$ cat src/rtl/lruttl_pkg.sv
// package for the lru cache with expiry age
// shared operation codes, register addresses and the back-end state encoding; no dependencies
package lruttl_pkg;

    localparam logic [1:0] MODE_LOOKUP = 2'd0;
    localparam logic [1:0] MODE_INSERT = 2'd1;
    localparam logic [1:0] MODE_CLEAR  = 2'd2;
    localparam logic [1:0] MODE_NOP    = 2'd3;

    localparam logic [0:0] REG_MAX_ENTRIES = 1'b0;
    localparam logic [0:0] REG_TTL_SECONDS = 1'b1;

    typedef enum logic [1:0] {
        OP_LOOKUP,
        OP_INSERT,
        OP_CLEAR,
        OP_NOP
    } op_t;

    typedef enum logic [2:0] {
        BK_IDLE,
        BK_MATCH,
        BK_REMOVE,
        BK_EVICT,
        BK_STORE,
        BK_DONE
    } back_state_t;

endpackage

$ cat src/rtl/lruttl_if.sv
// valid/ready channel interfaces for requests and responses, each a struct-free set of fields
// no dependencies
interface lruttl_req_if #(
    parameter int KW = 64,
    parameter int VW = 64
);
    logic          valid;
    logic          ready;
    logic [1:0]    mode;
    logic [KW-1:0] key_tag;
    logic [VW-1:0] value_handle;
    logic [31:0]   now_seconds;

    modport source (output valid, mode, key_tag, value_handle, now_seconds, input ready);
    modport sink   (input valid, mode, key_tag, value_handle, now_seconds, output ready);
endinterface

interface lruttl_rsp_if #(
    parameter int VW = 64
);
    logic          valid;
    logic          ready;
    logic          hit;
    logic [VW-1:0] found_value;
    logic [31:0]   hit_count;
    logic [31:0]   miss_count;
    logic [31:0]   eviction_count;
    logic [4:0]    occupancy;

    modport source (output valid, hit, found_value, hit_count, miss_count, eviction_count,
                    occupancy, input ready);
    modport sink   (input valid, hit, found_value, hit_count, miss_count, eviction_count,
                    occupancy, output ready);
endinterface

$ cat src/rtl/lruttl_front.sv
// front end: accepts requests, classifies the mode and queues them for the back end
// depends on lruttl_pkg and lruttl_req_if
module lruttl_front #(
    parameter int KW    = 64,
    parameter int VW    = 64,
    parameter int DEPTH = 2
) (
    input  logic                clk,
    input  logic                rst_n,
    lruttl_req_if.sink          req,
    output logic                q_valid,
    input  logic                q_pop,
    output lruttl_pkg::op_t     q_op,
    output logic [KW-1:0]       q_key,
    output logic [VW-1:0]       q_val,
    output logic [31:0]         q_now
);
    localparam int AW = (DEPTH > 1) ? $clog2(DEPTH) : 1;

    lruttl_pkg::op_t op_mem [DEPTH];
    logic [KW-1:0]   key_mem [DEPTH];
    logic [VW-1:0]   val_mem [DEPTH];
    logic [31:0]     now_mem [DEPTH];

    logic [AW-1:0] wr_reg, wr_next, rd_reg, rd_next;
    logic [AW:0]   cnt_reg, cnt_next;
    logic          push;
    lruttl_pkg::op_t op_in;

    always_comb
    begin
        case (req.mode)
            lruttl_pkg::MODE_LOOKUP: op_in = lruttl_pkg::OP_LOOKUP;
            lruttl_pkg::MODE_INSERT: op_in = lruttl_pkg::OP_INSERT;
            lruttl_pkg::MODE_CLEAR:  op_in = lruttl_pkg::OP_CLEAR;
            default:                 op_in = lruttl_pkg::OP_NOP;
        endcase
    end

    assign req.ready = (cnt_reg != AW'(0) + (AW+1)'(DEPTH)) ? 1'b1 : 1'b0;
    assign push      = req.valid && req.ready;
    assign q_valid   = (cnt_reg != '0);
    assign q_op      = op_mem[rd_reg];
    assign q_key     = key_mem[rd_reg];
    assign q_val     = val_mem[rd_reg];
    assign q_now     = now_mem[rd_reg];

    always_comb
    begin
        wr_next  = push ? ((wr_reg == AW'(DEPTH-1)) ? '0 : wr_reg + 1'b1) : wr_reg;
        rd_next  = q_pop ? ((rd_reg == AW'(DEPTH-1)) ? '0 : rd_reg + 1'b1) : rd_reg;
        cnt_next = cnt_reg + (AW+1)'(push) - (AW+1)'(q_pop);
    end

    always_ff @(posedge clk or negedge rst_n)
    begin
        if (!rst_n)
        begin
            wr_reg  <= '0;
            rd_reg  <= '0;
            cnt_reg <= '0;
        end
        else
        begin
            wr_reg  <= wr_next;
            rd_reg  <= rd_next;
            cnt_reg <= cnt_next;
        end
    end

    always_ff @(posedge clk)
    begin
        if (push)
        begin
            op_mem[wr_reg]  <= op_in;
            key_mem[wr_reg] <= req.key_tag;
            val_mem[wr_reg] <= req.value_handle;
            now_mem[wr_reg] <= req.now_seconds;
        end
    end
endmodule

$ cat src/rtl/lruttl_back.sv
// back end: tag match, recency update, eviction, store and response register
// depends on lruttl_pkg and lruttl_rsp_if
module lruttl_back #(
    parameter int N  = 16,
    parameter int KW = 64,
    parameter int VW = 64
) (
    input  logic                clk,
    input  logic                rst_n,
    input  logic                q_valid,
    output logic                q_pop,
    input  lruttl_pkg::op_t     q_op,
    input  logic [KW-1:0]       q_key,
    input  logic [VW-1:0]       q_val,
    input  logic [31:0]         q_now,
    input  logic [4:0]          max_entries,
    input  logic [31:0]         ttl_seconds,
    lruttl_rsp_if.source        rsp
);
    localparam int IW = $clog2(N);
    localparam int CW = $clog2(N + 1);

    lruttl_pkg::back_state_t state_reg, state_next;

    logic [N-1:0]  valid_reg, valid_next;
    logic [KW-1:0] key_reg  [N];
    logic [VW-1:0] val_reg  [N];
    logic [31:0]   time_reg [N];
    logic [IW-1:0] rank_reg [N];
    logic [IW-1:0] rank_next [N];

    logic [N-1:0]  match_reg;
    logic [31:0]   hits_reg, hits_next, miss_reg, miss_next, evict_reg, evict_next;
    logic          hit_reg, hit_next;
    logic [VW-1:0] found_reg, found_next;
    logic          rsp_valid_reg, rsp_valid_next;
    logic [CW-1:0] occ_reg, occ_next;

    logic [N-1:0]  match_now, free_first;
    logic          any_match, any_free, expired, do_store;
    logic [IW-1:0] sel_idx, sel_rank, free_idx, old_idx;
    logic [CW-1:0] cap;
    logic [N-1:0]  clr_mask;
    logic          do_shift_dn, do_promote, do_age_all;

    always_comb
    begin
        for (int i = 0; i < N; i++)
            match_now[i] = valid_reg[i] && (key_reg[i] == q_key);
    end

    // one-hot to index, and oldest slot / first free slot
    always_comb
    begin
        sel_idx  = '0;
        old_idx  = '0;
        free_idx = '0;
        any_free = 1'b0;
        for (int i = 0; i < N; i++)
        begin
            if (match_reg[i])
                sel_idx = IW'(i);
            if (valid_reg[i] && rank_reg[i] == IW'(occ_reg - 1'b1))
                old_idx = IW'(i);
        end
        for (int i = N - 1; i >= 0; i--)
        begin
            free_first[i] = 1'b0;
            if (!valid_reg[i])
            begin
                free_idx = IW'(i);
                any_free = 1'b1;
            end
        end
        if (any_free)
            free_first[free_idx] = 1'b1;
    end

    assign any_match = |match_reg;
    assign expired   = (q_now - time_reg[sel_idx]) >= ttl_seconds;
    assign cap       = (32'(max_entries) > 32'(N)) ? CW'(N) : CW'(max_entries);

    always_comb
    begin
        state_next     = state_reg;
        valid_next     = valid_reg;
        hits_next      = hits_reg;
        miss_next      = miss_reg;
        evict_next     = evict_reg;
        hit_next       = hit_reg;
        found_next     = found_reg;
        rsp_valid_next = rsp_valid_reg;
        occ_next       = occ_reg;
        q_pop          = 1'b0;
        clr_mask       = '0;
        sel_rank       = rank_reg[sel_idx];
        do_shift_dn    = 1'b0;
        do_promote     = 1'b0;
        do_age_all     = 1'b0;
        do_store       = 1'b0;

        if (rsp_valid_reg && rsp.ready)
            rsp_valid_next = 1'b0;

        case (state_reg)
            lruttl_pkg::BK_IDLE:
            begin
                // start only once the previous response has left, so its fields stay put
                if (q_valid && (!rsp_valid_reg || rsp.ready))
                    state_next = lruttl_pkg::BK_MATCH;
            end
            lruttl_pkg::BK_MATCH:
            begin
                hit_next   = 1'b0;
                found_next = '0;
                case (q_op)
                    lruttl_pkg::OP_LOOKUP:
                    begin
                        if (!any_match || expired)
                            miss_next = miss_reg + 1'b1;
                        if (any_match && expired)
                        begin
                            clr_mask    = match_reg;
                            do_shift_dn = 1'b1;
                            occ_next    = occ_reg - 1'b1;
                        end
                        else if (any_match)
                        begin
                            do_promote = 1'b1;
                            hits_next  = hits_reg + 1'b1;
                            hit_next   = 1'b1;
                            found_next = val_reg[sel_idx];
                        end
                        state_next = lruttl_pkg::BK_DONE;
                    end
                    lruttl_pkg::OP_INSERT:
                    begin
                        if (any_match)
                        begin
                            clr_mask    = match_reg;
                            do_shift_dn = 1'b1;
                            occ_next    = occ_reg - 1'b1;
                        end
                        state_next = lruttl_pkg::BK_EVICT;
                    end
                    lruttl_pkg::OP_CLEAR:
                    begin
                        valid_next = '0;
                        occ_next   = '0;
                        state_next = lruttl_pkg::BK_DONE;
                    end
                    default:
                        state_next = lruttl_pkg::BK_DONE;
                endcase
            end
            lruttl_pkg::BK_EVICT:
            begin
                // one eviction per cycle, oldest entry has rank occupancy-1
                if (occ_reg != '0 && occ_reg >= cap)
                begin
                    clr_mask   = '0;
                    clr_mask[old_idx] = 1'b1;
                    occ_next   = occ_reg - 1'b1;
                    evict_next = evict_reg + 1'b1;
                end
                else
                    state_next = lruttl_pkg::BK_STORE;
            end
            lruttl_pkg::BK_STORE:
            begin
                if (any_free)
                begin
                    do_age_all = 1'b1;
                    do_store   = 1'b1;
                    occ_next   = occ_reg + 1'b1;
                end
                state_next = lruttl_pkg::BK_DONE;
            end
            lruttl_pkg::BK_DONE:
            begin
                if (!rsp_valid_reg || rsp.ready)
                begin
                    rsp_valid_next = 1'b1;
                    q_pop          = 1'b1;
                    state_next     = lruttl_pkg::BK_IDLE;
                end
            end
            default:
                state_next = lruttl_pkg::BK_IDLE;
        endcase

        valid_next = valid_next & ~clr_mask;
        if (do_store)
            valid_next = valid_next | free_first;

        for (int i = 0; i < N; i++)
        begin
            rank_next[i] = rank_reg[i];
            if (do_shift_dn && valid_reg[i] && rank_reg[i] > sel_rank)
                rank_next[i] = rank_reg[i] - 1'b1;
            if (state_reg == lruttl_pkg::BK_EVICT && clr_mask != '0 && valid_reg[i]
                && rank_reg[i] > rank_reg[old_idx])
                rank_next[i] = rank_reg[i] - 1'b1;
            if (do_promote && valid_reg[i] && rank_reg[i] < sel_rank)
                rank_next[i] = rank_reg[i] + 1'b1;
            if (do_promote && match_reg[i])
                rank_next[i] = '0;
            if (do_age_all && valid_reg[i])
                rank_next[i] = rank_reg[i] + 1'b1;
            if (do_store && free_first[i])
                rank_next[i] = '0;
        end
    end

    always_ff @(posedge clk or negedge rst_n)
    begin
        if (!rst_n)
        begin
            state_reg     <= lruttl_pkg::BK_IDLE;
            valid_reg     <= '0;
            match_reg     <= '0;
            hits_reg      <= '0;
            miss_reg      <= '0;
            evict_reg     <= '0;
            hit_reg       <= 1'b0;
            found_reg     <= '0;
            rsp_valid_reg <= 1'b0;
            occ_reg       <= '0;
        end
        else
        begin
            state_reg     <= state_next;
            valid_reg     <= valid_next;
            match_reg     <= match_now;
            hits_reg      <= hits_next;
            miss_reg      <= miss_next;
            evict_reg     <= evict_next;
            hit_reg       <= hit_next;
            found_reg     <= found_next;
            rsp_valid_reg <= rsp_valid_next;
            occ_reg       <= occ_next;
        end
    end

    always_ff @(posedge clk)
    begin
        for (int i = 0; i < N; i++)
        begin
            rank_reg[i] <= rank_next[i];
            if (do_store && free_first[i])
            begin
                key_reg[i]  <= q_key;
                val_reg[i]  <= q_val;
                time_reg[i] <= q_now;
            end
        end
    end

    assign rsp.valid          = rsp_valid_reg;
    assign rsp.hit            = hit_reg;
    assign rsp.found_value    = found_reg;
    assign rsp.hit_count      = hits_reg;
    assign rsp.miss_count     = miss_reg;
    assign rsp.eviction_count = evict_reg;
    assign rsp.occupancy      = 5'(occ_reg);
endmodule

$ cat src/rtl/lru_cache_with_ttl.sv
// top level of the lru cache with expiry age: config registers, front and back ends
// depends on lruttl_pkg, lruttl_if, lruttl_front, lruttl_back
//
// usage: requests arrive on req (mode, key_tag, value_handle, now_seconds), one
// response per request leaves on rsp, in order. mode 0 looks up, 1 inserts or
// replaces, 2 clears the table, 3 does nothing. the apb port writes max_entries
// (address 0) and ttl_seconds (address 4); write them only while idle.
// a request queue of two entries sits between the front end and the back end.
// the back end matches all tags in parallel into a registered match vector, then:
//   lookup, clear and no-op pass through the match and done states
//   insert passes through match, evict (one eviction per cycle while occupancy is
//   at or over the max_entries cap), store and done
// the response register lets the front end keep queuing while the receiver
// stalls; the back end starts the next transaction only after a pending response
// is taken. reset empties the table, clears counters and the queue, and sets
// max_entries to 16 and ttl_seconds to 60.
module lru_cache_with_ttl #(
    parameter int ENTRIES     = 16,
    parameter int KEY_WIDTH   = 64,
    parameter int VALUE_WIDTH = 64
) (
    input  logic        clk,
    input  logic        rst_n,
    lruttl_req_if.sink  req,
    lruttl_rsp_if.source rsp,
    input  logic        psel,
    input  logic        penable,
    input  logic        pwrite,
    input  logic [2:0]  paddr,
    input  logic [31:0] pwdata,
    output logic [31:0] prdata,
    output logic        pready
);
    logic [4:0]  max_entries_reg;
    logic [31:0] ttl_reg;
    logic        q_valid, q_pop;
    lruttl_pkg::op_t q_op;
    logic [KEY_WIDTH-1:0]   q_key;
    logic [VALUE_WIDTH-1:0] q_val;
    logic [31:0] q_now;

    assign pready = 1'b1;
    assign prdata = (paddr[2] == lruttl_pkg::REG_TTL_SECONDS) ? ttl_reg
                  : (paddr[2] == lruttl_pkg::REG_MAX_ENTRIES) ? {27'd0, max_entries_reg} : '0;

    always_ff @(posedge clk or negedge rst_n)
    begin
        if (!rst_n)
        begin
            max_entries_reg <= 5'd16;
            ttl_reg         <= 32'd60;
        end
        else if (psel && penable && pwrite && paddr[1:0] == 2'b00)
        begin
            if (paddr[2] == lruttl_pkg::REG_MAX_ENTRIES)
                max_entries_reg <= pwdata[4:0];
            else
                ttl_reg <= pwdata;
        end
    end

    lruttl_front #(.KW(KEY_WIDTH), .VW(VALUE_WIDTH), .DEPTH(2)) u_front (
        .clk, .rst_n, .req,
        .q_valid, .q_pop, .q_op, .q_key, .q_val, .q_now
    );

    lruttl_back #(.N(ENTRIES), .KW(KEY_WIDTH), .VW(VALUE_WIDTH)) u_back (
        .clk, .rst_n,
        .q_valid, .q_pop, .q_op, .q_key, .q_val, .q_now,
        .max_entries(max_entries_reg), .ttl_seconds(ttl_reg), .rsp
    );
endmodule

$ cat src/flat_wrapper.sv
// flat-port wrapper written by rule: the top's interface ports become plain ports
module lru_cache_with_ttl_flat 
#(
    parameter int ENTRIES     = 16,
    parameter int KEY_WIDTH   = 64,
    parameter int VALUE_WIDTH = 64
)
  (clk, rst_n, psel, penable, pwrite, paddr, pwdata, prdata, pready, req_valid, req_mode, req_key_tag, req_value_handle, req_now_seconds, req_ready, rsp_valid, rsp_hit, rsp_found_value, rsp_hit_count, rsp_miss_count, rsp_eviction_count, rsp_occupancy, rsp_ready);
  lruttl_req_if req_i ();
  lruttl_rsp_if rsp_i ();
  input  logic clk;
  input  logic rst_n;
  input  logic psel;
  input  logic penable;
  input  logic pwrite;
  input  logic [2:0] paddr;
  input  logic [31:0] pwdata;
  output logic [31:0] prdata;
  output logic pready;
  input wire logic [$bits(req_i.valid)-1:0] req_valid;
  input wire logic [$bits(req_i.mode)-1:0] req_mode;
  input wire logic [$bits(req_i.key_tag)-1:0] req_key_tag;
  input wire logic [$bits(req_i.value_handle)-1:0] req_value_handle;
  input wire logic [$bits(req_i.now_seconds)-1:0] req_now_seconds;
  output wire logic [$bits(req_i.ready)-1:0] req_ready;
  output wire logic [$bits(rsp_i.valid)-1:0] rsp_valid;
  output wire logic [$bits(rsp_i.hit)-1:0] rsp_hit;
  output wire logic [$bits(rsp_i.found_value)-1:0] rsp_found_value;
  output wire logic [$bits(rsp_i.hit_count)-1:0] rsp_hit_count;
  output wire logic [$bits(rsp_i.miss_count)-1:0] rsp_miss_count;
  output wire logic [$bits(rsp_i.eviction_count)-1:0] rsp_eviction_count;
  output wire logic [$bits(rsp_i.occupancy)-1:0] rsp_occupancy;
  input wire logic [$bits(rsp_i.ready)-1:0] rsp_ready;
  assign req_i.valid = req_valid;
  assign req_i.mode = req_mode;
  assign req_i.key_tag = req_key_tag;
  assign req_i.value_handle = req_value_handle;
  assign req_i.now_seconds = req_now_seconds;
  assign req_ready = req_i.ready;
  assign rsp_valid = rsp_i.valid;
  assign rsp_hit = rsp_i.hit;
  assign rsp_found_value = rsp_i.found_value;
  assign rsp_hit_count = rsp_i.hit_count;
  assign rsp_miss_count = rsp_i.miss_count;
  assign rsp_eviction_count = rsp_i.eviction_count;
  assign rsp_occupancy = rsp_i.occupancy;
  assign rsp_i.ready = rsp_ready;
  lru_cache_with_ttl #(.ENTRIES(ENTRIES), .KEY_WIDTH(KEY_WIDTH), .VALUE_WIDTH(VALUE_WIDTH)) u_core (.clk(clk), .rst_n(rst_n), .req(req_i), .rsp(rsp_i), .psel(psel), .penable(penable), .pwrite(pwrite), .paddr(paddr), .pwdata(pwdata), .prdata(prdata), .pready(pready));
endmodule
$ cat config.mk
export PLATFORM = sky130hd
export DESIGN_NAME = lru_cache_with_ttl_flat
export DESIGN_NICKNAME = d
export VERILOG_FILES = /design/src/rtl/lruttl_pkg.sv /design/src/rtl/lruttl_if.sv /design/src/rtl/lruttl_front.sv /design/src/rtl/lruttl_back.sv /design/src/rtl/lru_cache_with_ttl.sv /design/src/flat_wrapper.sv
export SDC_FILE = /design/constraint.sdc
export NUM_CORES = 2
export LEC_CHECK = 0
export BUFFER_PORTS_ARGS = -buffer_cell sky130_fd_sc_hd__buf_2
export CAP_MARGIN = 0
export CORE_MARGIN = 3
export CORE_UTILIZATION = 61
export CTS_BUF_LIST = sky130_fd_sc_hd__clkbuf_8
export DETAILED_ROUTE_END_ITERATION = 10
export HOLD_SLACK_MARGIN = 0.06
export PLACE_DENSITY = 0.78
export SLEW_MARGIN = 25
export SYNTH_ARGS = -nofsm -noshare
export SYNTH_HDL_FRONTEND = slang
export SYNTH_HIERARCHICAL = 1
export SYNTH_SLANG_ARGS = --single-unit
$ cat constraint.sdc
create_clock -name clk -period 10.8 [get_ports clk]
set_clock_uncertainty 0.15 [all_clocks]
set_input_delay 0.54 -clock clk [delete_from_list [all_inputs] [get_ports clk]]
set_output_delay 0.54 -clock clk [all_outputs]
set_load 0.02 [all_outputs]
==> results.json <==
{
  "ys_ff_latch": 3191,
  "dp_hpwl_mm": 213,
  "postPlaceCellArea_um2": 142000,
  "totalWireLength_mm": 379,
  "critical_path_class": "register to register",
  "worst_setup_path_start_kind": "register",
  "vias_per_cell": 6.42,
  "core_um2": 223000,
  "numClockSinks": 3191,
  "fmaxAchievable_mhz": 103,
  "synth-edff-count": 2884,
  "design_area_um2": 156000,
  "slew_violations": 0,
  "drv_cap": 0,
  "cts_tree": "yes",
  "ff_latch_area_um2": 94000,
  "htree_levels": 6,
  "fp.dieH_um": 479,
  "hold_depth": 3,
  "synth_cells": 9574,
  "synth_commonest_cells": "edfxtp_1, nand2_1, xor2_1",
  "synth_top_area_share_pct": 63.4,
  "drt_first_pass_iters": 8,
  "grt_usage_pct": 32.4,
  "whs_endpoint": "u_core/ttl_reg[2]$_DFFE_PN1P_",
  "grt_remaining_overflow": 0,
  "peakVddDrop_v": 0.000209,
  "postRouteAntennaNets": 0,
  "vias": 89500,
  "r2r_cells": 32,
  "ios": 405,
  "portBuffers": 403,
  "hp-start": "pwdata[2]",
  "setup_tns_ps": 0,
  "grt_max_degree": 255,
  "cts.reportedPaths.clkPinSlew_ps": 60,
  "synth_most_common_cell": "edfxtp_1",
  "cts_buffers": 533,
  "crit_path_end_kind": "register",
  "post_cts_buffers": 0,
  "fin_crit_sh_pct": 90.3,
  "synth-seq-area-share_pct": 68.8,
  "synth_area_um2": 137000,
  "grt_setup_unrepaired": "false",
  "initial_core_util_pct": 61.4,
  "yosysTopAreaCell": "edfxtp_1",
  "cp.arrival_ps": 10580,
  "clock_path_buffers": 4,
  "drt_iter0_drc": 11000,
  "r2r_slack_ps": 1050,
  "grt_pass1_wl_mm": 559,
  "die_w_um": 479,
  "min-delay-path-class": "input port to register",
  "finalNonFillerCells": 14000,
  "max_stage_delay_ps": 620,
  "setup_violations": 0,
  "r2r_start": "u_core/u_back/match_reg[3]$_DFF_PN0_",
  "rows": 173,
  "worstReg2RegEnd": "u_core/u_back/rsp.hit_count[28]$_DFFE_PN0P_",
  "synthArstFlopShare_pct": 7.62,
  "ctsRootBufferMaster": "clkbuf_8",
  "drive_above_1_share_pct": 13.9,
  "crit_required_ps": 11620,
  "syn_nets": 10000,
  "cp_slowest_cell": "nand4_1",
  "insertion_delay_ps": 1120,
  "synthFlopType": "edfxtp_1",
  "drc": 0,
  "yosysWarnings": 6,
  "grt_pass1_vias": 89300,
  "die_area_um2": 230000,
  "antenna_found_initial": 15,
  "syn_area_per_cell_um2": 14.3,
  "hold_violations": 0,
  "hold_ws_ps": 133,
  "p_leak_nw": 55.2,
  "p_per_area_nw_per_um2": 223,
  "yosys.cell_types.count": 92,
  "relSlewSlack_pct": 26.2,
  "gp_congestion": 0.978,
  "wire_per_inst_um": 27.2,
  "final_nets": 11000,
  "synth_area_leaders": "edfxtp_1, dfrtp_1, xor2_1",
  "multi_input_area_um2": 39800,
  "path_max_fanout": 45,
  "run_status": "completed",
  "post-place-cells": 12600,
  "cts_hold_buf": 421,
  "area_growth_pct": 14.3,
  "fill_cells": 14400,
  "post_cts_resized": 0,
  "tightest_slew_ps": 1100,
  "crit_top_cell": "o21ai_0",
  "period_minus_slack_ps": 9750
}
==> cells by family after synthesis <==
kind of cell    synth area share, %
flops                          68.8
simple gates                   8.26
compound gates                 9.38
xor+xnor                       6.92
buf+inv                        2.26
mux                            2.22
fa+ha+maj                      2.17
other cells                 0.00275
==> report_power, final <==
group | internal [mW] | switching [mW] | total (mW)
sequential | 15.4 | 0.328 | 15.7
clock | 5.07 | 4.77 | 9.84
combinational | 2.91 | 6.40 | 9.30
==> worst max-delay path: cells and delay by family, from the launching register on <==
kind	cells	cell delay, ps
xor gates and xnor gates	1	200
adders and majority gates	2	490
and+or+nand+nor	8	2170
buffers and inverters	2	750
AOI/OAI and AO/OA	19	5420
DFF	1	430
==> layout make-up <==
class / instances / area share [%]
inverter: 232 / 0.558
antenna: 8 / 0.0128
timing repair buffer: 1026 / 5.19
tap: 2975 / 2.38
multi-input combinational: 5597 / 25.5
sequential: 3191 / 60.2
clock inverter: 362 / 1.15
clock buffer: 565 / 4.98
==> per-layer routing <==
layer  up-vias  global-route usage (%)  wire length [um]
li1      38400                       -                 -
met1     44400                    43.1            141000
met2      5621                    51.5            179000
met3      1100                    7.16             41200
met4        10                    15.2             18300
met5         -                       0                81
==> worst max-delay path by stage <==
stage	from	end	cells after the start
after floorplan	u_core/u_back/valid_reg[15]$_DFF_PN0_	u_core/u_back/rank_reg[6][0]$_SDFFE_PP0P_	12
after global placement	u_core/u_back/match_reg[5]$_DFF_PN0_	u_core/u_back/rsp.miss_count[13]$_DFFE_PN0P_	31
after detailed placement	u_core/u_back/match_reg[3]$_DFF_PN0_	u_core/u_back/rsp.hit_count[30]$_DFFE_PN0P_	30
after CTS	u_core/u_back/match_reg[3]$_DFF_PN0_	u_core/u_back/rsp.hit_count[28]$_DFFE_PN0P_	32
after global routing	u_core/u_back/match_reg[3]$_DFF_PN0_	u_core/u_back/rsp.hit_count[30]$_DFFE_PN0P_	32
final	u_core/u_back/match_reg[3]$_DFF_PN0_	u_core/u_back/rsp.hit_count[28]$_DFFE_PN0P_	32
==> through the flow <==
stage / worst slack (ps) / total power, mW / utilization (%)
floorplan: 1310 / 21.5 / -
global placement: 1240 / 24.5 / 63.8
detailed placement: 1350 / 24.8 / 63.9
CTS: 1280 / 34.7 / 70.1
global route: 292 / 36.1 / 70.1
finish: 1050 / 34.9 / 70.1
==> cell usage in the layout, fill, tap and decap left out, types with 174 or more instances in the layout <==
cell              n
clkbuf_8        565
dfrtp_1         237
nand2_1        1011
and2_1          423
a31oi_1         174
xnor2_1         508
a21oi_1         257
ha_1            234
nand4_1         189
xor2_1          520
a311oi_1        231
dlygate4sd3_1   420
buf_2           403
inv_1           411
edfxtp_1       2884
a211oi_1        459
Note: power is estimated with default switching activity, not from simulation.
